--- src/sv/dobrb_pkg.sv ---
// Package for the drop-oldest byte ring buffer: payload structs, command codes,
// controller states and the command/status structs between controller and datapath.
// No dependencies.
`timescale 1ns / 1ps

package dobrb_pkg;

  localparam int CfgW  = 17;
  localparam int LenW  = 20;
  localparam int AddrW = 3;
  localparam int DataW = 32;

  // Command codes of an input item.
  localparam logic [1:0] CMD_PUSH  = 2'd0;
  localparam logic [1:0] CMD_POP   = 2'd1;
  localparam logic [1:0] CMD_CLEAR = 2'd2;

  // Register indexes, decoded from paddr[2].
  localparam logic REG_CAPACITY = 1'b0;
  localparam logic REG_TARGET   = 1'b1;

  localparam logic [CfgW-1:0] CAPACITY_RESET = 17'd65536;
  localparam logic [CfgW-1:0] TARGET_RESET   = 17'd0;
  localparam logic [LenW-1:0] DROP_MAX       = 20'hFFFFF;

  typedef struct packed {
    logic [1:0]      command;
    logic [7:0]      data_byte;
    logic            first_in_chunk;
    logic [LenW-1:0] chunk_length;
  } req_t;

  typedef struct packed {
    logic [7:0]      read_byte;
    logic            read_valid;
    logic            byte_accepted;
    logic [LenW-1:0] dropped_bytes;
    logic            resynced;
    logic [CfgW-1:0] fill_level;
  } rsp_t;

  typedef enum logic [2:0] {
    ST_IDLE,
    ST_DECODE,
    ST_SIZE,
    ST_TRIM,
    ST_ADVANCE,
    ST_PUSH,
    ST_POP,
    ST_DONE
  } state_t;

  // Step commands from the controller to the datapath.
  typedef struct packed {
    logic capture;
    logic size;
    logic trim;
    logic advance;
    logic push;
    logic pop;
    logic clear;
  } dp_cmd_t;

  // Status of the latched item for the controller.
  typedef struct packed {
    logic [1:0] command;
    logic       first;
    logic       eff_zero;
  } dp_stat_t;

endpackage

--- src/sv/dobrb_cfg.sv ---
// APB-style register file for capacity_bytes and target_bytes.
// Uses dobrb_pkg; a write also pulses clear_buf to empty the ring.
`timescale 1ns / 1ps

module dobrb_cfg (
  input  logic                        clk,
  input  logic                        rst,
  input  logic                        psel,
  input  logic                        penable,
  input  logic                        pwrite,
  input  logic [dobrb_pkg::AddrW-1:0] paddr,
  input  logic [dobrb_pkg::DataW-1:0] pwdata,
  output logic [dobrb_pkg::DataW-1:0] prdata,
  output logic                        pready,
  output logic [dobrb_pkg::CfgW-1:0]  capacity,
  output logic [dobrb_pkg::CfgW-1:0]  target,
  output logic                        clear_buf
);

  logic wr_en;

  assign pready    = 1'b1;
  assign wr_en     = psel && penable && pwrite;
  assign clear_buf = wr_en;

  // The byte offset in paddr[1:0] is ignored.
  always_ff @(posedge clk) begin
    if (rst) begin
      capacity <= dobrb_pkg::CAPACITY_RESET;
      target   <= dobrb_pkg::TARGET_RESET;
    end else if (wr_en) begin
      if (paddr[2] == dobrb_pkg::REG_TARGET) begin
        target <= pwdata[dobrb_pkg::CfgW-1:0];
      end else begin
        capacity <= pwdata[dobrb_pkg::CfgW-1:0];
      end
    end
  end

  always_comb begin
    if (paddr[2] == dobrb_pkg::REG_TARGET) begin
      prdata = dobrb_pkg::DataW'(target);
    end else begin
      prdata = dobrb_pkg::DataW'(capacity);
    end
  end

endmodule

--- config.mk ---
export PLATFORM = sky130hd
export DESIGN_NAME = dobrb_cfg
export DESIGN_NICKNAME = d
export VERILOG_FILES = /design/src/sv/dobrb_pkg.sv /design/src/sv/dobrb_cfg.sv
export SDC_FILE = /design/constraint.sdc
export NUM_CORES = 1
export LEC_CHECK = 0
export BUFFER_PORTS_ARGS = -buffer_cell sky130_fd_sc_hd__buf_2
export CORE_MARGIN = 3
export CORE_UTILIZATION = 25
export CTS_CLUSTER_DIAMETER = 200
export CTS_CLUSTER_SIZE = 25
export DETAILED_ROUTE_END_ITERATION = 6
export PLACE_DENSITY_LB_ADDON = 0.12
export SYNTH_ARGS = -nofsm -noshare
export SYNTH_HDL_FRONTEND = slang
export SYNTH_SLANG_ARGS = --single-unit
--- constraint.sdc ---
create_clock -name clk -period 1.17 [get_ports clk]
set_input_delay 0.117 -clock clk [delete_from_list [all_inputs] [get_ports clk]]
set_output_delay 0.117 -clock clk [all_outputs]
set_load 0.01 [all_outputs]
### Word level (Yosys, flattened, before mapping)

Index checks and enable logic that the tools add are counted.

* register bits after elaboration: 34
* bits of input ports: 40
* output and inout port bits: 68
* word-level logic and storage cells: 8

* mux-type cells: 1
* bitwise operators: 1
* reductions and logical operators: 4

Operators by type and width (count)
* $mux 17: 1
* $reduce_and 2->1: 2
* $logic_and 1x1->1: 2
* $not 1->1: 1

### Logic depth before layout (Yosys ltp)

Gate-level depths: netlist of the first run.

* word-level depth: 3
* gate-level depth with buffers: 4
* depth with buffers taken out: 2

### Worst setup path after synthesis of the first run

Ideal clock, no wire load.

* path kind: input to output
* from: input paddr[2] (netlist name)
* to: output prdata[10] (netlist name)
* arrival time: 0.756 ns
* data required time: 1.053 ns
* setup slack: 0.297 ns
* stages: 3
* buffers on the path: 2
* cell sequence: buf_6 -> buf_4 -> mux2_2

* longest elaborated chain between the ends: 1

RTL lines
* from (decl): line dobrb_cfg.sv:11 `input logic [dobrb_pkg::AddrW-1:0] paddr,`
* $mux 17: line dobrb_cfg.sv:41 `if (paddr[2] == dobrb_pkg::REG_TARGET) begin`
* to (decl): line dobrb_cfg.sv:13 `output logic [dobrb_pkg::DataW-1:0] prdata,`

Every way passes these cells.

### Worst setup path after layout of the first run

* from: register target[9] (netlist name)
* to: output prdata[9] (netlist name)

* longest elaborated chain between the ends: 1

RTL lines
* from (decl): line dobrb_cfg.sv:16 `output logic [dobrb_pkg::CfgW-1:0] target,`
* from (signal assigned): line dobrb_cfg.sv:30 `target <= dobrb_pkg::TARGET_RESET;`
* from (signal assigned): line dobrb_cfg.sv:33 `target <= pwdata[dobrb_pkg::CfgW-1:0];`
* $mux 17: line dobrb_cfg.sv:41

Every way passes these cells.

==> results of run 1 <==
## worst min path at each step
stage,end,slack (ns),startpoint
after floorplan,target[16],0.27,pwdata[16]
after global placement,capacity[16],0.40,pwdata[16]
after detailed placement,target[16],0.40,pwdata[16]
after CTS,target[16],0.09,pwdata[16]
after global routing,capacity[3],0.11,pwdata[3]
final,target[16],0.10,pwdata[16]
## power by group
| group | internal (mW) | switching, mW |
|---|---|---|
| clock network | 0.637 | 0.412 |
| registers | 1.18 | 0.0177 |
| logic | 0.157 | 0.158 |
## what timing repair did
action	4_1_cts	5_1_grt
buffers inserted	0	0
gates resized for setup	0	8
endpoints found under the setup margin	0	6
## per-layer routing
| metal | share of wire | vias up | GRT usage |
|---|---|---|---|
| met5 | 0 | - | 0 |
| met4 | 0.011 | 0 | 0.0415 |
| met3 | 0.065 | 2 | 0.0283 |
| met2 | 0.49 | 48 | 0.166 |
| met1 | 0.43 | 629 | 0.113 |
| li1 | - | 676 | - |
## worst min-delay path, cell delays in order
cell	delay (ns)
buf_2	0.10
nand2b_1	0.06
mux2i_1	0.06
## sequential cells by signal, indices dropped and copies added, names as in the netlist
signal / cells
capacity: 17
target: 17
## kinds of logic after synthesis
group | after synthesis
other | 2
DFF | 34
and+or+nand+nor | 57
muxes | 51
buffers and inverters | 26
## cells in the final DEF (no fill, tap or decap)
cell,instances
mux2_2,17
nand4_1,1
and3_2,1
mux2i_1,34
nor2_1,2
dfxtp_1,26
bufinv_16,1
clkbuf_1,2
nand2b_1,50
conb_1,16
nand4b_4,1
dfxtp_2,8
and4_2,1
and4b_4,1
buf_12,4
buf_2,74
clkbuf_8,5
## per-stage QoR
stage	power [mW]	utilization
2_1_floorplan	1.46	-
3_3_place_gp	1.55	0.324
3_5_place_dp	1.55	0.324
4_1_cts	2.63	0.339
5_1_grt	2.70	0.341
6_report	2.57	0.341
## final cells by class
cell class | instances | area, um2 | share of cell area
Clock buffer | 7 | 76.3 | 0.0326
Clock inverter | 1 | 30.0 | 0.0128
Multi-Input combinational cell | 124 | 973 | 0.416
Sequential cell | 34 | 691 | 0.295
Tap cell | 96 | 120 | 0.0513
Timing Repair Buffer | 78 | 450 | 0.192
==> results.ini, run 1 <==
[pwr]
p_per_area_nw_per_um2=1100
peakVddDrop_mv=0.416
p_leak_nw=1.19

[worst_setup_path]
crit_slowest_cell=dfxtp_2
crit_type=reg -> out
r2r_end=capacity[15]
worst-path-stages=2
path_cells=mux2_2, buf_2
critical_path_buf_inv_count=1
start_kind=flip-flop
path_max_fanout=3
cp_top_family=flip-flops
arrival_ns=1.01
reg2regPathDepth=2
r2r_slack_ns=0.56
endpoint_kind=output port
r2r_start=capacity[15]
endpoint=prdata[9]
max_stage_delay_ns=0.33
cp-startpoint=target[9]
required_ns=1.05

[synthesis]
synth_top_area_share=0.379
synth.distinct_cells=15
syn_area_um2=1800
synth_most_common_cell=nand2b_1
synth_area_leaders=dfxtp_1 38%, mux2i_1 19%, nand2b_1 17%, mux2_2 11%, buf_4 7.5%
yosysSeqAreaShare=0.379
synthCells=170
postSynthAreaPerCell_um2=10.6
synth_compound_area_frac=0
synth_common_cells=50 x nand2b_1, 34 x dfxtp_1, 34 x mux2i_1
synth_top_family_by_area=multiplexers
yosysTopAreaCell=dfxtp_1
synth_ff_type=dfxtp_1
yosys.area_share.simple=0.212
synth-edff-count=0
synth_fa_ha_area_frac=0
synth-xor-area-share=0
ys_ff_latch=34
async_reset_ff_frac=0
ys.warnings.count=0
synth_mux_area_frac=0.296

[global_route]
grt_use_total=0.0973
grt_pass1_wl_um=6530
first_global_vias=1320
grt_max_degree=53
grt-ovfl-total=0
antenna_found_initial=0

[detailed_routing]
vias=1355
viasPerCell=3.99
drt-initial-drc-count=26
wl_per_cell_um=11.8
drc=0
drtAntennaViolNets=0
drt_pre_antenna_iters=3
routed_wl_um=4000

[cells_and_area]
n_antenna_cell=0
layout-drive-gt1-share=0.463
fillCellCount=713
area_growth_pct=30.2
fin_nets=283
fin_area_um2=2340
instances_no_fill=340

[clock_tree]
clk_path_buf_depth=2
cts_tree=built
htreeDepth=2
cts_hold_buffers=0
cts-root-buf=clkbuf_8
cts_made_buffers=5
cts.clk_slew.worst_paths_ns=0.07
insertion_delay_ns=0.28
cts.sinks=34

[hold_path]
hold_path.class=in -> reg
hold_path_depth=3

[timing]
rsz0062_at_grt=no
layout_setup_ws_ns=0.0400
hold_violations=0
drv_slew=0
finalClockSkew_ns=0
fin_crit_sh=0.966
tns_ns=0
hold_ws_ns=0.105
period_needed_ns=1.13
setup_viol=0
timing.fmax_ghz=0.885

[placement]
io_buffer_count=74
pre_cts_slack_ns=0.0471
dp.cells=332
dp_hpwl_um=2940
place_congestion=0.653
placed_cell_area_um2=2220

[floorplan]
ios=108
fp.dieW_um=90.8
die_h_um=90.8
start_util=0.262
die_area_um2=8250
core_area_um2=6870
rows=30

[status]
status=complete, no violations

[flow_run]
drv_cap=0

Power figures use the tool's default switching activity.
==> inputs of run 2 (changes only) <==
Settings changed: PLACE_DENSITY set to 0.6, PLACE_DENSITY_LB_ADDON 0.12 to unset, SETUP_SLACK_MARGIN set to 0.5.
Clock period 1.17 ns to 1.05 ns, I/O delays scaled along.
==> results.ini, run 2 (synthesis gave the netlist of run 1 again) <==
[clock_tree]
insertion_delay_ns=0.28
cts.sinks=34
cts_tree=built
cts_made_buffers=5
cts.clk_slew.worst_paths_ns=0.07
htreeDepth=2
clk_path_buf_depth=2
cts-root-buf=clkbuf_8

[timing]
hold_violations=0
rsz0062_at_grt=yes
finalClockSkew_ns=0
drv_slew=0
tns_ns=-0.824
layout_setup_ws_ns=-0.0625
fin_crit_sh=1.06
timing.fmax_ghz=0.899
period_needed_ns=1.11
setup_viol=17

[floorplan]
rows=30
fp.dieW_um=90.8
start_util=0.262
ios=108
core_area_um2=6870
die_area_um2=8250
die_h_um=90.8

[status]
status=finished with violations
violations=negative setup slack

[detailed_routing]
routed.top_layer=met4
drc=0
route.met2.wl_um=2690
viasPerCell=4.03
drt-initial-drc-count=30
vias=1605
drtAntennaViolNets=0
wl_per_cell_um=12.8
dr_wl_met3_um=251
drt_pre_antenna_iters=4
wl_met1_um=2110
routed_wl_um=5100

[worst_setup_path]
crit_type=reg -> out
endpoint_kind=output port
required_ns=0.94
critical_path_buf_inv_count=1
path_max_fanout=3
r2r_slack_ns=0.09
crit_slowest_cell=dfxtp_2
cp_top_family=flip-flops
max_stage_delay_ns=0.34
path_cells=mux2_4, buf_6
start_kind=flip-flop
arrival_ns=1.01

[cells_and_area]
reg_top3=capacity (17), target (17)
fillCellCount=623
fin_area_um2=3510
layout-drive-gt1-share=0.692
fin_nets=341
mostFrequentLayoutCells=111 x buf_6, 40 x nand2b_1, 34 x mux2i_1, 34 x dfxtp_2
n_antenna_cell=0
mostFrequentLayoutCell=buf_6
multi_input_area_um2=1120
area_growth_pct=95.3
regArea_um2=723

[global_route]
first_global_vias=1522
grt-ovfl-total=0
antenna_found_initial=0
grt_use_total=0.114
grt_max_degree=53
grt_pass1_wl_um=7570

[pwr]
p_per_area_nw_per_um2=831
peakVddDrop_mv=0.401
p_leak_nw=1.70

[placement]
place_congestion=0.667
placed_cell_area_um2=2260
dp_hpwl_um=2950
io_buffer_count=74

[hold_path]
hold_path.class=in -> reg

[flow_run]
drv_cap=0

## run 2: cell types whose count changed in the layout (fill, tap and decap cells not counted), sizes merged
cell,change
clkinv,+1
bufinv,-1
buf,+58
## run 2: layout make-up
cell class                      instances  area share
Clock buffer                            7      0.0246
Clock inverter                          1     0.00143
Multi-Input combinational cell        124       0.320
Sequential cell                        34       0.206
Tap cell                               96      0.0342
Timing Repair Buffer                  136       0.414
## run 2: worst paths after layout
path,cells after the start,to,start
max reg2reg,6,capacity[7],capacity[7]
min,3,target[0],pwdata[0]
min reg2reg,2,target[12],target[12]
max,2,prdata[3],capacity[3]
## run 2: worst register-to-register path: stages (launching register included)
cell and delay [ns]:
dfxtp_2 0.33, buf_6 0.11, buf_6 0.11, buf_6 0.10, buf_6 0.10, nand2b_1 0.05
mux2i_1 0.05
## run 2: per-layer routing
metal / track usage / vias up
met3: 0.0300 / 5
li1: - / 792
met5: 0 / -
met4: 0.0415 / 0
met1: 0.143 / 754
met2: 0.186 / 54
## run 2: what timing repair did
item	CTS	global route
gates cloned	0	0
gates resized for setup	121	44
hold endpoints to repair	0	0
hold buffers	0	0
pin swaps	2	0
endpoints found under the setup margin	86	86
setup buffers	28	31
## run 2: stage by stage
| stage | hold WS, ns | util | power (mW) | setup WS (ns) | cells |
|---|---|---|---|---|---|
| floorplan | 0.253 | - | 1.65 | 0.252 | 184 |
| CTS | 0.0891 | 0.447 | 2.88 | -0.0739 | 367 |
| finish | 0.103 | 0.511 | 2.92 | -0.0625 | 398 |
| global placement | 0.384 | 0.329 | 1.73 | -0.0325 | 331 |
| global route | 0.100 | 0.511 | 3.06 | -0.0925 | 398 |
| detailed placement | 0.392 | 0.329 | 1.73 | -0.0420 | 331 |
## run 2: report_power, final
group          internal, mW  leakage, nW  switching (mW)
logic                 0.348         1.36           0.226
registers              1.32        0.291          0.0230
clock network         0.529       0.0482           0.468
==> inputs of run 3 (changes only) <==
Settings changed: PLACE_DENSITY 0.6 to unset, PLACE_DENSITY_LB_ADDON set to 0.05.
==> results.ini, run 3 (synthesis gave the netlist of run 1 again) <==
[status]
status=finished with violations
violations=negative setup slack

[detailed_routing]
routed_wl_um=5070
drc=0
drt_pre_antenna_iters=4
viasPerCell=4.05
drtAntennaViolNets=0
drt-initial-drc-count=40
vias=1531
wl_per_cell_um=13.4

[clock_tree]
htreeDepth=2
cts_hold_buffers=0
cts.clk_slew.worst_paths_ns=0.07
cts-root-buf=clkbuf_8
cts_made_buffers=5
insertion_delay_ns=0.28
cts.sinks=34
cts_tree=built
clk_path_buf_depth=2

[pwr]
finalPower_mw=2.87
p_per_area_nw_per_um2=891
p_leak_nw=1.53
peakVddDrop_mv=0.463

[floorplan]
core_area_um2=6870
rows=30
start_util=0.262
die_area_um2=8250
die_h_um=90.8
ios=108
fp.dieW_um=90.8

[timing]
timing.fmax_ghz=0.898
rsz0062_at_grt=yes
period_needed_ns=1.11
hold_violations=0
finalClockSkew_ns=0
setup_viol=17
layout_setup_ws_ns=-0.0639
fin_crit_sh=1.06
tns_ns=-0.865
drv_slew=0

[cells_and_area]
n_antenna_cell=0
reg_top3=capacity (17), target (17)
instances_no_fill=378
multi_input_area_um2=1070
fillCellCount=651
mostFrequentLayoutCell=buf_6
post-route-util=0.470
layout-drive-gt1-share=0.645
area_growth_pct=79.4
fin_nets=321
mostFrequentLayoutCells=86 x buf_6, 47 x nand2b_1, 34 x mux2i_1, 34 x dfxtp_2, 19 x buf_2
regArea_um2=723

[global_route]
grt_pass1_wl_um=8070
grt-busiest-layer=met2
met3_usage=0.0475
grt_max_degree=53
grt-ovfl-total=0
antenna_found_initial=0
grt_use_total=0.123
met2_usage=0.204
first_global_vias=1543
use_met1=0.151

[hold_path]
hold_path.class=in -> reg

[worst_setup_path]
r2r_end=capacity[9]
endpoint_kind=output port
path_max_fanout=2
endpoint=prdata[1]
start_kind=flip-flop
reg2regPathDepth=5
r2r_start=capacity[9]
arrival_ns=1.01
required_ns=0.94
cp-startpoint=capacity[1]
crit_type=reg -> out
r2r_slack_ns=0.19

[placement]
io_buffer_count=74
place_congestion=0.644
dp.cells=332
dp_hpwl_um=3000

[flow_run]
drv_cap=0

-- run 3: final cells by class --
| cell class | count | area share |
|---|---|---|
| Clock buffer | 7 | 0.0268 |
| Clock inverter | 1 | 0.00155 |
| Multi-Input combinational cell | 124 | 0.332 |
| Sequential cell | 34 | 0.224 |
| Tap cell | 96 | 0.0372 |
| Timing Repair Buffer | 116 | 0.378 |
-- run 3: how the worst min path moves through the flow --
stage / depth (start not counted) / endpoint / startpoint
after floorplan: 2 / target[16] / pwdata[16]
after global placement: 3 / target[16] / pwdata[16]
after detailed placement: 3 / target[16] / pwdata[16]
after CTS: 3 / target[16] / pwdata[16]
after global routing: 3 / capacity[14] / pwdata[14]
final: 3 / target[16] / pwdata[16]
-- run 3: what timing repair did --
| action | in CTS | in global routing |
|---|---|---|
| pin swaps | 1 | 0 |
| buffers inserted | 21 | 16 |
| cloned | 1 | 0 |
| endpoints found under the setup margin | 86 | 86 |
| gates resized for setup | 103 | 30 |
-- run 3: metrics by stage --
step | setup slack (ns) | hold WS, ns | cell area (um2)
finish | -0.0639 | 0.0930 | 3230
global route | -0.0968 | 0.0882 | 3230
CTS | -0.0703 | 0.0744 | 2980
detailed placement | -0.0218 | 0.383 | 2270
global placement | -0.0154 | 0.387 | 2270
floorplan | 0.252 | 0.253 | 1950
-- run 3: report_power, final --
group,switching [mW],internal [mW]
combinational,0.215,0.310
sequential,0.0238,1.32
clock,0.472,0.529
total,0.711,2.16
-- run 3: critical path, cell delays in order, from the launching register on --
cell	delay [ns]
dfxtp_2	0.33
mux2_4	0.27
buf_6	0.12
-- run 3: layer usage --
layer  wire length [um]  vias up
li1                   -      756
met1               2080      722
met2               2630       51
met3                341        2
met4                 23        0
met5                  0        -
