File: config.mk
export PLATFORM = sky130hd
export DESIGN_NAME = dobrb_ctrl
export DESIGN_NICKNAME = d
export VERILOG_FILES = /design/src/sv/dobrb_pkg.sv /design/src/sv/dobrb_ctrl.sv
export SDC_FILE = /design/constraint.sdc
export NUM_CORES = 1
export LEC_CHECK = 0
export ABC_AREA = 1
export ABC_CLOCK_PERIOD_IN_PS = 1280
export CORE_AREA = 3 3 40 42
export DETAILED_ROUTE_END_ITERATION = 8
export DIE_AREA = 0 0 43 45
export DONT_BUFFER_PORTS = 1
export HOLD_SLACK_MARGIN = 0.06
export PLACE_DENSITY_LB_ADDON = 0.1
export SLEW_MARGIN = 40
export SYNTH_ARGS = -nofsm -noshare
export SYNTH_HDL_FRONTEND = slang
export SYNTH_SLANG_ARGS = --single-unit
File: constraint.sdc
create_clock -name clk -period 1.28 [get_ports clk]
set_clock_uncertainty 0.05 [all_clocks]
set_input_delay 0.064 -clock clk [delete_from_list [all_inputs] [get_ports clk]]
set_output_delay 0.064 -clock clk [all_outputs]
set_load 0.005 [all_outputs]
File: src/sv/dobrb_pkg.sv
// Package for the drop-oldest byte ring buffer: payload structs, command codes,
// controller states and the command/status structs between controller and datapath.
// No dependencies.
`timescale 1ns / 1ps

package dobrb_pkg;

  localparam int CfgW  = 17;
  localparam int LenW  = 20;
  localparam int AddrW = 3;
  localparam int DataW = 32;

  // Command codes of an input item.
  localparam logic [1:0] CMD_PUSH  = 2'd0;
  localparam logic [1:0] CMD_POP   = 2'd1;
  localparam logic [1:0] CMD_CLEAR = 2'd2;

  // Register indexes, decoded from paddr[2].
  localparam logic REG_CAPACITY = 1'b0;
  localparam logic REG_TARGET   = 1'b1;

  localparam logic [CfgW-1:0] CAPACITY_RESET = 17'd65536;
  localparam logic [CfgW-1:0] TARGET_RESET   = 17'd0;
  localparam logic [LenW-1:0] DROP_MAX       = 20'hFFFFF;

  typedef struct packed {
    logic [1:0]      command;
    logic [7:0]      data_byte;
    logic            first_in_chunk;
    logic [LenW-1:0] chunk_length;
  } req_t;

  typedef struct packed {
    logic [7:0]      read_byte;
    logic            read_valid;
    logic            byte_accepted;
    logic [LenW-1:0] dropped_bytes;
    logic            resynced;
    logic [CfgW-1:0] fill_level;
  } rsp_t;

  typedef enum logic [2:0] {
    ST_IDLE,
    ST_DECODE,
    ST_SIZE,
    ST_TRIM,
    ST_ADVANCE,
    ST_PUSH,
    ST_POP,
    ST_DONE
  } state_t;

  // Step commands from the controller to the datapath.
  typedef struct packed {
    logic capture;
    logic size;
    logic trim;
    logic advance;
    logic push;
    logic pop;
    logic clear;
  } dp_cmd_t;

  // Status of the latched item for the controller.
  typedef struct packed {
    logic [1:0] command;
    logic       first;
    logic       eff_zero;
  } dp_stat_t;

endpackage

File: src/sv/dobrb_ctrl.sv
// Controller of the drop-oldest byte ring buffer: sequences the datapath steps.
// Uses dobrb_pkg for the state enum and the command/status structs.
`timescale 1ns / 1ps

module dobrb_ctrl (
  input  logic                rst,
  input  logic                clk,
  input  logic                start,
  input  dobrb_pkg::dp_stat_t stat,
  output dobrb_pkg::dp_cmd_t  cmd,
  output logic                busy,
  output logic                done
);

  dobrb_pkg::state_t state, state_next;

  always_ff @(posedge clk) begin
    if (rst) begin
      state <= dobrb_pkg::ST_IDLE;
    end else begin
      state <= state_next;
    end
  end

  assign busy = (state != dobrb_pkg::ST_IDLE);
  assign done = (state == dobrb_pkg::ST_DONE);

  always_comb begin
    state_next = state;
    cmd        = '0;
    case (state)
      dobrb_pkg::ST_IDLE: begin
        if (start) begin
          cmd.capture = 1'b1;
          state_next  = dobrb_pkg::ST_DECODE;
        end
      end
      dobrb_pkg::ST_DECODE: begin
        // A push with no usable capacity changes nothing at all.
        if (stat.command == dobrb_pkg::CMD_PUSH && !stat.eff_zero) begin
          state_next = stat.first ? dobrb_pkg::ST_SIZE : dobrb_pkg::ST_PUSH;
        end else if (stat.command == dobrb_pkg::CMD_POP) begin
          state_next = dobrb_pkg::ST_POP;
        end else if (stat.command == dobrb_pkg::CMD_CLEAR) begin
          cmd.clear  = 1'b1;
          state_next = dobrb_pkg::ST_DONE;
        end else begin
          state_next = dobrb_pkg::ST_DONE;
        end
      end
      dobrb_pkg::ST_SIZE: begin
        cmd.size   = 1'b1;
        state_next = dobrb_pkg::ST_TRIM;
      end
      dobrb_pkg::ST_TRIM: begin
        cmd.trim   = 1'b1;
        state_next = dobrb_pkg::ST_ADVANCE;
      end
      dobrb_pkg::ST_ADVANCE: begin
        cmd.advance = 1'b1;
        state_next  = dobrb_pkg::ST_PUSH;
      end
      dobrb_pkg::ST_PUSH: begin
        cmd.push   = 1'b1;
        state_next = dobrb_pkg::ST_DONE;
      end
      dobrb_pkg::ST_POP: begin
        cmd.pop    = 1'b1;
        state_next = dobrb_pkg::ST_DONE;
      end
      dobrb_pkg::ST_DONE: begin
        state_next = dobrb_pkg::ST_IDLE;
      end
      default: begin
        state_next = dobrb_pkg::ST_IDLE;
      end
    endcase
  end

endmodule

=== Word level (Yosys, flattened, before mapping) ===
Index checks and enable logic that the tools add are counted.

* Equal/unequal tests: 10
* Mux-type cells: 16
* Reduce and logical (&&, ||, !) cells: 6

{| class="wikitable"
|+ Operator list
! cell !! count
|-
| $pmux 3 s7 || 1
|-
| $eq 3x3->1 const B || 4
|-
| $mux 1 || 12
|-
| $mux 3 || 3
|-
| $eq 3x2->1 const B || 2
|-
| $eq 3x1->1 const B || 1
|-
| $logic_not 3->1 || 1
|-
| $reduce_bool 3->1 || 1
|-
| $eq 2x1->1 const B || 1
|-
| $eq 2x2->1 const B || 1
|-
| $logic_not 2->1 || 1
|-
| $ne 2x2->1 const B || 1
|-
| $reduce_or 2->1 || 1
|-
| $logic_and 1x1->1 || 1
|-
| $logic_not 1->1 || 1
|}

* Register bits: 3
* Output and inout bits: 9
* Word-level logic and storage cells: 33

=== Depth between registers and ports, before layout ===
Gate-level depths: netlist of the first run.

* Word-level depth: 5
* Gate-level depth with buffers: 4

=== Least setup slack after synthesis of the first run ===
OpenSTA, ideal clock, no wires.

* Path kind: register -> output
* From: register state[0]
* To: output port cmd[0] (netlist bit)
* Data arrival time: 729 ps
* Required time: 1166 ps
* Setup slack: 437 ps
* Cell stages (with the launch flop): 5
* Path through: dfxtp_1 inv_2 nor2_2 nand2_1 nor3_2

{| class="wikitable"
|+ RTL lines
! item !! line !! RTL
|-
| start, declared || dobrb_ctrl.sv:15 || <nowiki>dobrb_pkg::state_t state, state_next;</nowiki>
|-
| start signal, assigned || dobrb_ctrl.sv:19 || <nowiki>state <= dobrb_pkg::ST_IDLE;</nowiki>
|-
| start signal, assigned || dobrb_ctrl.sv:21 || <nowiki>state <= state_next;</nowiki>
|-
| end, declared || dobrb_ctrl.sv:10 || <nowiki>output dobrb_pkg::dp_cmd_t cmd,</nowiki>
|}

==> summary.md, run 1 <==
| Metric | Value |
|---|---|
| Status | `completed` |
| Chip height | `around 45 µm` |
| Worst Setup SP | `state[0]$_SDFFE_PP0P_` |
| Nets | `55` |
| # diodes | `0` |
| Row cnt | `13` |
| Worst Setup Slack, final | `~180 ps` |
| Top flop regs | `state x3` |
| # setup viols final | `0` |
| Worst-Margin Slew | `~250 ps` |
| Post-Place Setup Slack | `353 ps` |
| Via count | `270` |
| Seq/Total Area, Yosys | `27.0%` |
| Mapped cell area | `223 µm²` |
| Post-Syn Instances | `39` |
| Max_cap viols | `0` |
| Post-synthesis mux area share | `0%` |
| DRC | `0` |
| Comb pwr share | `between 20% and 30%` |
| Hold Vio Cnt, Final | `0` |
| Largest net degree at the start of global routing | `9` |
| # H-tree levels | `1` |
| Uppermost layer routed | `met3` |
| Met3 Wirelength | `approximately 80 µm` |
| Die ar. | `just under 2000 µm²` |
| Xor/xnor share of the synthesized area | `0%` |
| Mapped Nets | `46` |
| DRT iter0 DRCs | `4` |
| Worst EP required | `around 1200 ps` |
| Gr ovfl total | `0` |
| Reg2reg start | `state[2]$_SDFFE_PP0P_` |
| Power after layout | `between 400 and 500 µW` |
| Fmax | `roughly 910 MHz` |
| Final slew viol count | `0` |
| Reg2Reg Setup Slack | `~340 ps` |
| Met2 wire len | `a little under 300 µm` |
| First-pass GRT wire length | `between 1 and 1.5 mm` |
| Worst-path clk slew | `around 40 ps` |
| Number of global-route vias before repair | `around 270` |
| CTS tree | `done` |
| Switching pwr | `between 100 and 150 µW` |
| Slew Limit Headroom | `between 80% and 90%` |
| IO Pins | `16` |
| Endpoint class of the critical path | `output port` |
| Worst-path fanout max | `6` |
| I/O Buffers | `0` |
| Commonest non-fill, non-tap cell in the layout | `nand2_1` |
| Syn-to-layout area delta | `38.8%` |
| Synth cell types | `12` |
| FF+latch count, synth | `3` |
| Num CTS Buffers | `3` |
| Final WL | `between 600 and 700 µm` |
| Min Hold Slack | `roughly 74 ps` |
| Cell-internal power | `~270 µW` |
| Initial core utilization | `approximately 17%` |
| Power Dens Cells | `1330 nW/µm²` |
| Die Wd | `43 µm` |
| Reg2reg end | `state[0]$_SDFFE_PP0P_` |
| Detail Placement HPWL | `516 µm` |
| DR pass1 iterations | `2` |
| Clock Sinks | `3` |
| Final cell count without fillers | `just over 60` |
| Worst Setup EP | `cmd[0]` |
| CTS Root Cell | `clkbuf_4` |
| Startpoint types | `register` |
| Most frequent cells in the layout | `nand2_1, nor2_1, nand3_1, inv_1, dlygate4sd3_1` |
| Simple-Gate Fraction of Synth Area | `between 50% and 60%` |
| Crit Path Class | `register to output port` |
| R2R cell count | `4` |
| Post-Layout Inst Area | `about 310 µm²` |
| Syn_area_per_cell | `around 5.7 µm²` |
| Clock Path Buffers | `2` |
| Core ar. | `1280 µm²` |
| Crit path time final | `around 1100 ps` |
| Post-Route Utilization | `about a quarter` |
| Gr usage total | `between 7 and 8%` |
| Clock power share | `between 40% and 50%` |
| Synth Area in Compound Gates | `8.43%` |
| Final period util | `between 80% and 90%` |
| HP Class | `input pin to register` |
| Reg power frac | `between 30 and 40%` |
| Post-Place Cells | `54` |
| Placed inst area | `241 µm²` |
| WL met1 | `between 200 and 300 µm` |
| Adder-cell share of the synthesized area | `0%` |
| Worst vdd ir | `0.238 mV` |
| Placer Congestion | `0.745` |
| Yosys warns | `0` |
| Share of cells above drive strength 1 | `approximately a fifth` |
| Unrepaired setup endpoints after global routing | `false` |
| Setup TNS Final | `0 ps` |
| Max FFs per register | `3` |
| CP arrival | `990 ps` |
| Static Leak | `between 0.1 and 0.15 nW` |
| Sw Ratio | `34.9%` |
| Antenna Nets Post-Route | `0` |
| Largest Register | `state` |
| Clock latency on the worst-skew pair | `230 ps` |
| Avg WL per Cell | `roughly 11 µm` |
| Vias per cell | `4.35` |
| Largest family of logic cells by synthesized area | `simple AND/OR/NAND/NOR gates` |
| Initial antenna violation count | `0` |
## power groups by stage
stage | combinational (mW) | clock [mW] | sequential, mW
2_1_floorplan | 0.0828 | 0 | 0.128
3_3_place_gp | 0.101 | 0 | 0.134
3_5_place_dp | 0.0994 | 0 | 0.133
4_1_cts | 0.111 | 0.174 | 0.132
5_1_grt | 0.123 | 0.186 | 0.136
6_report | 0.109 | 0.167 | 0.134
## layout make-up
| type | count | area (µm²) |
|---|---|---|
| inverters | 6 | 22.5 |
| fillers | 156 | 976 |
| well taps | 15 | 18.8 |
| clock buffers | 4 | 26.3 |
| flip-flops and latches | 3 | 61.3 |
| multi-input cells | 30 | 140 |
| repair buffers | 4 | 40.0 |
## cell usage after synthesis (all sizes together)
master | count | share of area, %
nand2 | 10 | 17
nor2 | 9 | 16
inv | 6 | 10
nand3 | 4 | 9.0
a21oi | 3 | 8.4
dfxtp | 3 | 27
nor3 | 3 | 9.0
nand3b | 1 | 3.4
## worst max-delay path, cell delays in order (launching register included)
cell and delay, ps:
dfxtp_2 370, inv_2 60, nor2_2 110, nand2_1 80
nor3_2 130
## logic make-up (layout without fill, tap and decap cells)
family / count (synthesis) / in the layout
and+or+nand+nor: 27 / 27
buffers and inverters: 6 / 14
AOI/OAI and AO/OA: 3 / 3
DFF: 3 / 3
## routing by layer
metal | vias up | track usage (%)
met5 | - | 0
met3 | 0 | 4.78
li1 | 139 | -
met4 | 0 | 9.04
met1 | 118 | 7.21
met2 | 13 | 11.7
## what timing repair did
item | in CTS | in global routing
hold buffers | 4 | 0
setup buffers | 0 | 0
gates resized for setup | 0 | 1
endpoints found under the hold margin | 3 | 0
endpoints found under the setup margin | 0 | 1
## worst min path at each step
stage | end | startpoint | cells after the start | slack (ps)
2_1_floorplan | state[2]$_SDFFE_PP0P_ | rst | 1 | 80
5_1_grt | state[0]$_SDFFE_PP0P_ | stat[0] | 4 | 80
3_3_place_gp | state[2]$_SDFFE_PP0P_ | rst | 1 | 80
3_5_place_dp | state[2]$_SDFFE_PP0P_ | rst | 1 | 80
4_1_cts | state[0]$_SDFFE_PP0P_ | stat[0] | 4 | 60
6_report | state[0]$_SDFFE_PP0P_ | stat[0] | 4 | 70
(Power assumes the default switching activity.)
==> run 2, diff against run 1 <==
--- a/config.mk
+++ b/config.mk
@@ -14,3 +14,3 @@
 export HOLD_SLACK_MARGIN = 0.06
-export PLACE_DENSITY_LB_ADDON = 0.1
+export PLACE_DENSITY = 0.33
 export SLEW_MARGIN = 40
==> constraint.sdc (replaced) <==
create_clock -name clk -period 1.28 [get_ports clk]
set_clock_uncertainty 0.05 [all_clocks]
set_input_delay 0 -clock clk [delete_from_list [all_inputs] [get_ports clk]]
set_output_delay 0 -clock clk [all_outputs]
set_load 0.1 [all_outputs]
==> run 2 against run 1 <==
Effect of this change: final area up 88%; hold slack lost 13 ps; die area unchanged; routed wire length up 1.9%; combinational power rose to 4.5 times the previous value; maximum frequency shrank 11%; final cell count up 18%; critical path depth rose by 1; flip-flop and latch count is the same; sequential power increased by 14%; clock power hardly changed; largest power group is now combinational logic; highest routed layer unchanged.
==> summary.md, run 2 (same netlist as run 1, synthesis figures left out) <==
| Metric | Value |
|---|---|
| Status | `completed` |
| Row cnt | `13 (unchanged)` |
| Setup TNS Final | `0 ps (unchanged)` |
| # setup viols final | `0 (unchanged)` |
| Hold Vio Cnt, Final | `0 (unchanged)` |
| CTS Root Cell | `clkbuf_4` |
| Fillers | `129 (-17%)` |
| # H-tree levels | `1 (unchanged)` |
| Met1 Use GR | `9.66% (+2.5 points)` |
| Number of global-route vias before repair | `273 (+1.5%)` |
| Post-Layout Inst Area | `581 µm² (+88%)` |
| Worst Setup Slack, final | `41.1 ps (-135 ps)` |
| Num CTS Buffers | `3 (unchanged)` |
| Final WL | `681 µm (+1.9%)` |
| DRT iter0 DRCs | `2 (-2)` |
| Via count | `302 (+12%)` |
| Fmax | `807 MHz (-11%)` |
| Placer Congestion | `0.781 (+4.8%)` |
| Share of cells above drive strength 1 | `51.7% (+33 points)` |
| Power after layout | `807 µW (+97%)` |
| Largest net degree at the start of global routing | `9 (unchanged)` |
| DR pass1 iterations | `2 (unchanged)` |
| Largest Register | `state` |
| Worst EP required | `1230 ps (+60 ps)` |
| Core ar. | `1280 µm² (unchanged)` |
| IO Pins | `16 (unchanged)` |
| I/O Buffers | `0 (unchanged)` |
| Worst-Margin Slew | `278 ps (+23.7 ps)` |
| Clock Sinks | `3 (unchanged)` |
| Syn-to-layout area delta | `161%` |
| Final period util | `96.8% (+11 points)` |
| Worst-path clk slew | `40 ps (about the same)` |
| Max FFs per register | `3 (unchanged)` |
| HP Class | `input pin to register` |
| Static Leak | `0.240 nW (+63%)` |
| Worst-path fanout max | `5 (-1)` |
| Vias per cell | `4.14 (-5.0%)` |
| Nets | `66 (+20%)` |
| Power Dens Cells | `1390 nW/µm² (+4.8%)` |
| Post-Place Setup Slack | `201 ps (-152 ps)` |
| Placed inst area | `492 µm² (+100%)` |
| Chip height | `45 µm (unchanged)` |
| Die ar. | `1940 µm² (unchanged)` |
| Slew Limit Headroom | `81.6% (-1.3 points)` |
| Final slew viol count | `0 (unchanged)` |
| Unrepaired setup endpoints after global routing | `true` |
| Layer carrying the most global-route usage | `met2` |
| Initial core utilization | `17.3% (unchanged)` |
| Met2 Resource Use GR | `12.3% (+0.60 points)` |
| Startpoint types | `register` |
| Clock Path Buffers | `2 (unchanged)` |
| Endpoint class of the critical path | `output port` |
| Crit path time final | `1240 ps (+135 ps)` |
| Most frequent cells in the layout | `nand2_1, buf_12, dlygate4sd3_1` |
| Detail Placement HPWL | `566 µm (+9.7%)` |
| Die Wd | `43 µm (unchanged)` |
| Min Hold Slack | `61.8 ps (-12.5 ps)` |
| First-pass GRT wire length | `1.15 mm (+7.1%)` |
| Gr ovfl total | `0 (unchanged)` |
| Avg WL per Cell | `9.33 µm (-13%)` |
| Clock latency on the worst-skew pair | `230 ps (about the same)` |
| DRC | `0 (unchanged)` |
| Top flop regs | `state x3` |
| # diodes | `0 (unchanged)` |
| CP arrival | `1190 ps (+200 ps)` |
| Antenna Nets Post-Route | `0 (unchanged)` |
| Post-Place Cells | `63 (+17%)` |
| Multi-input logic area | `211 µm² (+51%)` |
| Max_cap viols | `0 (unchanged)` |
| Crit Path Class | `register to output port` |
| CTS tree | `done` |
| Sequential cell area | `71.3 µm² (+16%)` |
| Met3 Track Usage GR | `5.18% (+0.40 points)` |
| Final cell count without fillers | `73 (+18%)` |
| Initial antenna violation count | `0 (unchanged)` |
| Worst vdd ir | `0.899 mV (+280%)` |
| Gr usage total | `8.08% (+0.097 points)` |
| Post-Route Utilization | `45.2% (+21 points)` |
-- run 2: layout make-up --
cell class / count / share of cell area [%]
well taps: 15 / 3.23
inverters: 6 / 4.74
multi-input cells: 30 / 36.4
flip-flops and latches: 3 / 12.3
clock buffers: 4 / 4.53
repair buffers: 15 / 38.8
-- run 2: per-layer routing --
metal,up-vias,part of all wire (%)
met5,-,0
met4,0,0
met3,0,10
met2,15,43
met1,124,46
li1,163,-
-- run 2: critical path: stages, from the launching register on --
cell,delay (ps)
dfxtp_4,370
inv_4,50
nor2_4,120
nand2_2,70
nor3_4,140
buf_12,200
-- run 2: what timing repair did --
item | 4_1_cts | 5_1_grt
resized for setup | 2 | 0
hold buffers | 5 | 0
setup endpoints to repair | 2 | 1
pin swaps | 1 | 0
setup buffers | 1 | 0
endpoints found under the hold margin | 3 | 0
-- run 2: report_power, final --
group | switching (mW) | total [mW] | internal, mW
combinational | 0.331 | 0.490 | 0.159
clock | 0.0479 | 0.165 | 0.117
sequential | 0.0389 | 0.153 | 0.114
total | 0.417 | 0.807 | 0.390
-- run 2: final timing paths --
kind,from,endpoint,slack [ps],depth (start not counted)
hold reg to reg,state[1]$_SDFFE_PP0P_,state[2]$_SDFFE_PP0P_,580,3
setup / recovery,state[0]$_SDFFE_PP0P_,cmd[0],40,5
hold / removal,start,state[0]$_SDFFE_PP0P_,60,4
setup reg to reg,state[1]$_SDFFE_PP0P_,state[2]$_SDFFE_PP0P_,340,4
==> run 3, diff against run 2 <==
- SETUP_SLACK_MARGIN: not set -> 0.3
==> run 3 against run 2 <==
Effect of this change: first-iteration DRC count grew to 3.5 times the previous value; worst setup slack better by 34 ps; sequential power hardly changed; die area stayed put; largest cell class unchanged; critical endpoint is now done; non-clock buffer count is 8 higher; register-to-register slack worse by 70 ps; count of clock-buffer cells in the layout stayed put; routed wire length is 27% higher; power is 14% higher; hold slack better by 1.0 ps; final area is 25% higher.
==> summary.md, run 3 (same netlist as run 1, synthesis figures left out) <==
| Metric | Value |
|---|---|
| Die Wd | `43 µm (unchanged)` |
| Antenna Nets Post-Route | `0 (unchanged)` |
| Sequential cell area | `71.3 µm² (unchanged)` |
| Static Leak | `0.294 nW (+22%)` |
| Worst EP required | `1230 ps (about the same)` |
| DRT iter0 DRCs | `7 (+5)` |
| Post-Place Setup Slack | `195 ps (-5.67 ps)` |
| Chip height | `45 µm (unchanged)` |
| Critical Path Slowest Stage Cell | `dfxtp_4` |
| Crit path time final | `1200 ps (-34.0 ps)` |
| Crit-path cells | `buf_4, nand3_1, clkinvlp_4, buf_12` |
| Die ar. | `1940 µm² (unchanged)` |
| Startpoint types | `register` |
| Syn-to-layout area delta | `225%` |
| # H-tree levels | `1 (unchanged)` |
| Via count | `366 (+21%)` |
| Worst vdd ir | `0.609 mV (-32%)` |
| Clock power share | `17.3% (-3.1 points)` |
| Num CTS Buffers | `3 (unchanged)` |
| Initial antenna violation count | `0 (unchanged)` |
| Setup TNS Final | `0 ps (unchanged)` |
| Worst-path fanout max | `4 (-1)` |
| Endpoint class of the critical path | `output port` |
| Final period util | `94.1% (-2.7 points)` |
| Gr ovfl total | `0 (unchanged)` |
| Reg power frac | `16.4% (-2.5 points)` |
| CP arrival | `1150 ps (-40 ps)` |
| Power Dens Cells | `1280 nW/µm² (-8.3%)` |
| Number of global-route vias before repair | `374 (+37%)` |
| Post-Layout Inst Area | `724 µm² (+25%)` |
| Placer Congestion | `0.749 (-4.1%)` |
| Final WL | `865 µm (+27%)` |
| Crit path max-delay family | `buffers and inverters` |
| Switching pwr | `460 µW (+10%)` |
| Nets | `74 (+12%)` |
| Avg WL per Cell | `10.7 µm (+14%)` |
| Largest Register | `state` |
| Sw Ratio | `49.8% (-1.9 points)` |
| Crit Path Class | `register to output port` |
| Status | `completed` |
| Fmax | `830 MHz (+2.8%)` |
| Largest net degree at the start of global routing | `9 (unchanged)` |
| First-pass GRT wire length | `1.42 mm (+24%)` |
| # setup viols final | `0 (unchanged)` |
| Max FFs per register | `3 (unchanged)` |
| Detail Placement HPWL | `570 µm (+0.58%)` |
| Worst Setup Slack, final | `75.1 ps (+34.0 ps)` |
| Clock Path Buffers | `2 (unchanged)` |
| Share of cells above drive strength 1 | `71.2% (+19 points)` |
| Fillers | `115 (-11%)` |
| Core ar. | `1280 µm² (unchanged)` |
| Hold Vio Cnt, Final | `0 (unchanged)` |
| Commonest non-fill, non-tap cell in the layout | `buf_12` |
| Final slew viol count | `0 (unchanged)` |
| Clock latency on the worst-skew pair | `230 ps (about the same)` |
| Cell-internal power | `464 µW (+19%)` |
| CTS Root Cell | `clkbuf_4` |
| Most frequent cells in the layout | `buf_12, nor2_4, dlygate4sd3_1, buf_4, nand2_1` |
| Clock Sinks | `3 (unchanged)` |
| Row cnt | `13 (unchanged)` |
| Unrepaired setup endpoints after global routing | `true` |
| Worst-path clk slew | `30 ps (about the same)` |
| Initial core utilization | `17.3% (unchanged)` |
| Gr usage total | `9.74% (+1.7 points)` |
| Slew Limit Headroom | `86.6% (+5.0 points)` |
| Placed inst area | `495 µm² (+0.76%)` |
| Multi-input logic area | `262 µm² (+24%)` |
| Worst-Margin Slew | `201 ps (-76.8 ps)` |
| CTS tree | `done` |
| Worst path max stage delay | `360 ps (about the same)` |
| I/O Buffers | `0 (unchanged)` |
| Max_cap viols | `0 (unchanged)` |
| DR pass1 iterations | `4 (+2)` |
| Power after layout | `924 µW (+14%)` |
| Vias per cell | `4.52 (+9.2%)` |
| Worst path bufs/invs | `3 (+1)` |
| HP Class | `input pin to register` |
| Top flop regs | `state x3` |
| Comb pwr share | `66.4% (+5.7 points)` |
| # diodes | `0 (unchanged)` |
| IO Pins | `16 (unchanged)` |
| DRC | `0 (unchanged)` |
run 3: power groups by stage:
stage	Clock [mW]	Sequential (mW)	Combinational (mW)
floorplan	0	0.154	0.353
global placement	0	0.163	0.472
detailed placement	0	0.163	0.472
CTS	0.167	0.150	0.541
global route	0.180	0.155	0.639
finish	0.159	0.151	0.613
run 3: cell type report:
class | instances | area share (%)
repair buffers | 23 | 42.5
inverters | 6 | 5.35
flip-flops and latches | 3 | 9.84
well taps | 15 | 2.59
multi-input cells | 30 | 36.1
clock buffers | 4 | 3.63
run 3: worst paths after layout:
kind                                             from               endpoint  slack [ps]  depth (start not counted)
worst max-delay path            state[0]$_SDFFE_PP0P_                   done          80                          4
worst min-delay path                            start  state[0]$_SDFFE_PP0P_          60                          4
worst max register to register  state[1]$_SDFFE_PP0P_  state[2]$_SDFFE_PP0P_         270                          5
worst min register to register  state[0]$_SDFFE_PP0P_  state[1]$_SDFFE_PP0P_         560                          3
run 3: stage by stage:
step	hold WS (ps)	instances	utilization, %
after global placement	4.70	63	38.6
final	62.9	81	56.4
after detailed placement	6.54	63	38.6
after floorplan	3.27	39	-
after global routing	112	81	56.4
after CTS	64.9	77	48.9
run 3: what timing repair did:
action / CTS / global route
hold buffers: 6 / 0
gates resized for setup: 5 / 14
hold endpoints to repair: 3 / 0
setup endpoints to repair: 10 / 12
buffers inserted: 4 / 4
pin swaps: 3 / 6
run 3: layer usage:
layer | vias to the layer above | track usage, % | wire, µm
li1 | 181 | - | -
met1 | 169 | 11.8 | 328
met2 | 14 | 14.7 | 446
met3 | 2 | 1.59 | 74
met4 | 0 | 9.04 | 16
met5 | - | 0 | 0
run 3: worst reg2reg max path, stage by stage (launching register included):
cell and delay (ps):
dfxtp_4 410, nor2_4 60, buf_4 120, buf_4 130
nand2_1 70, a21oi_2 50
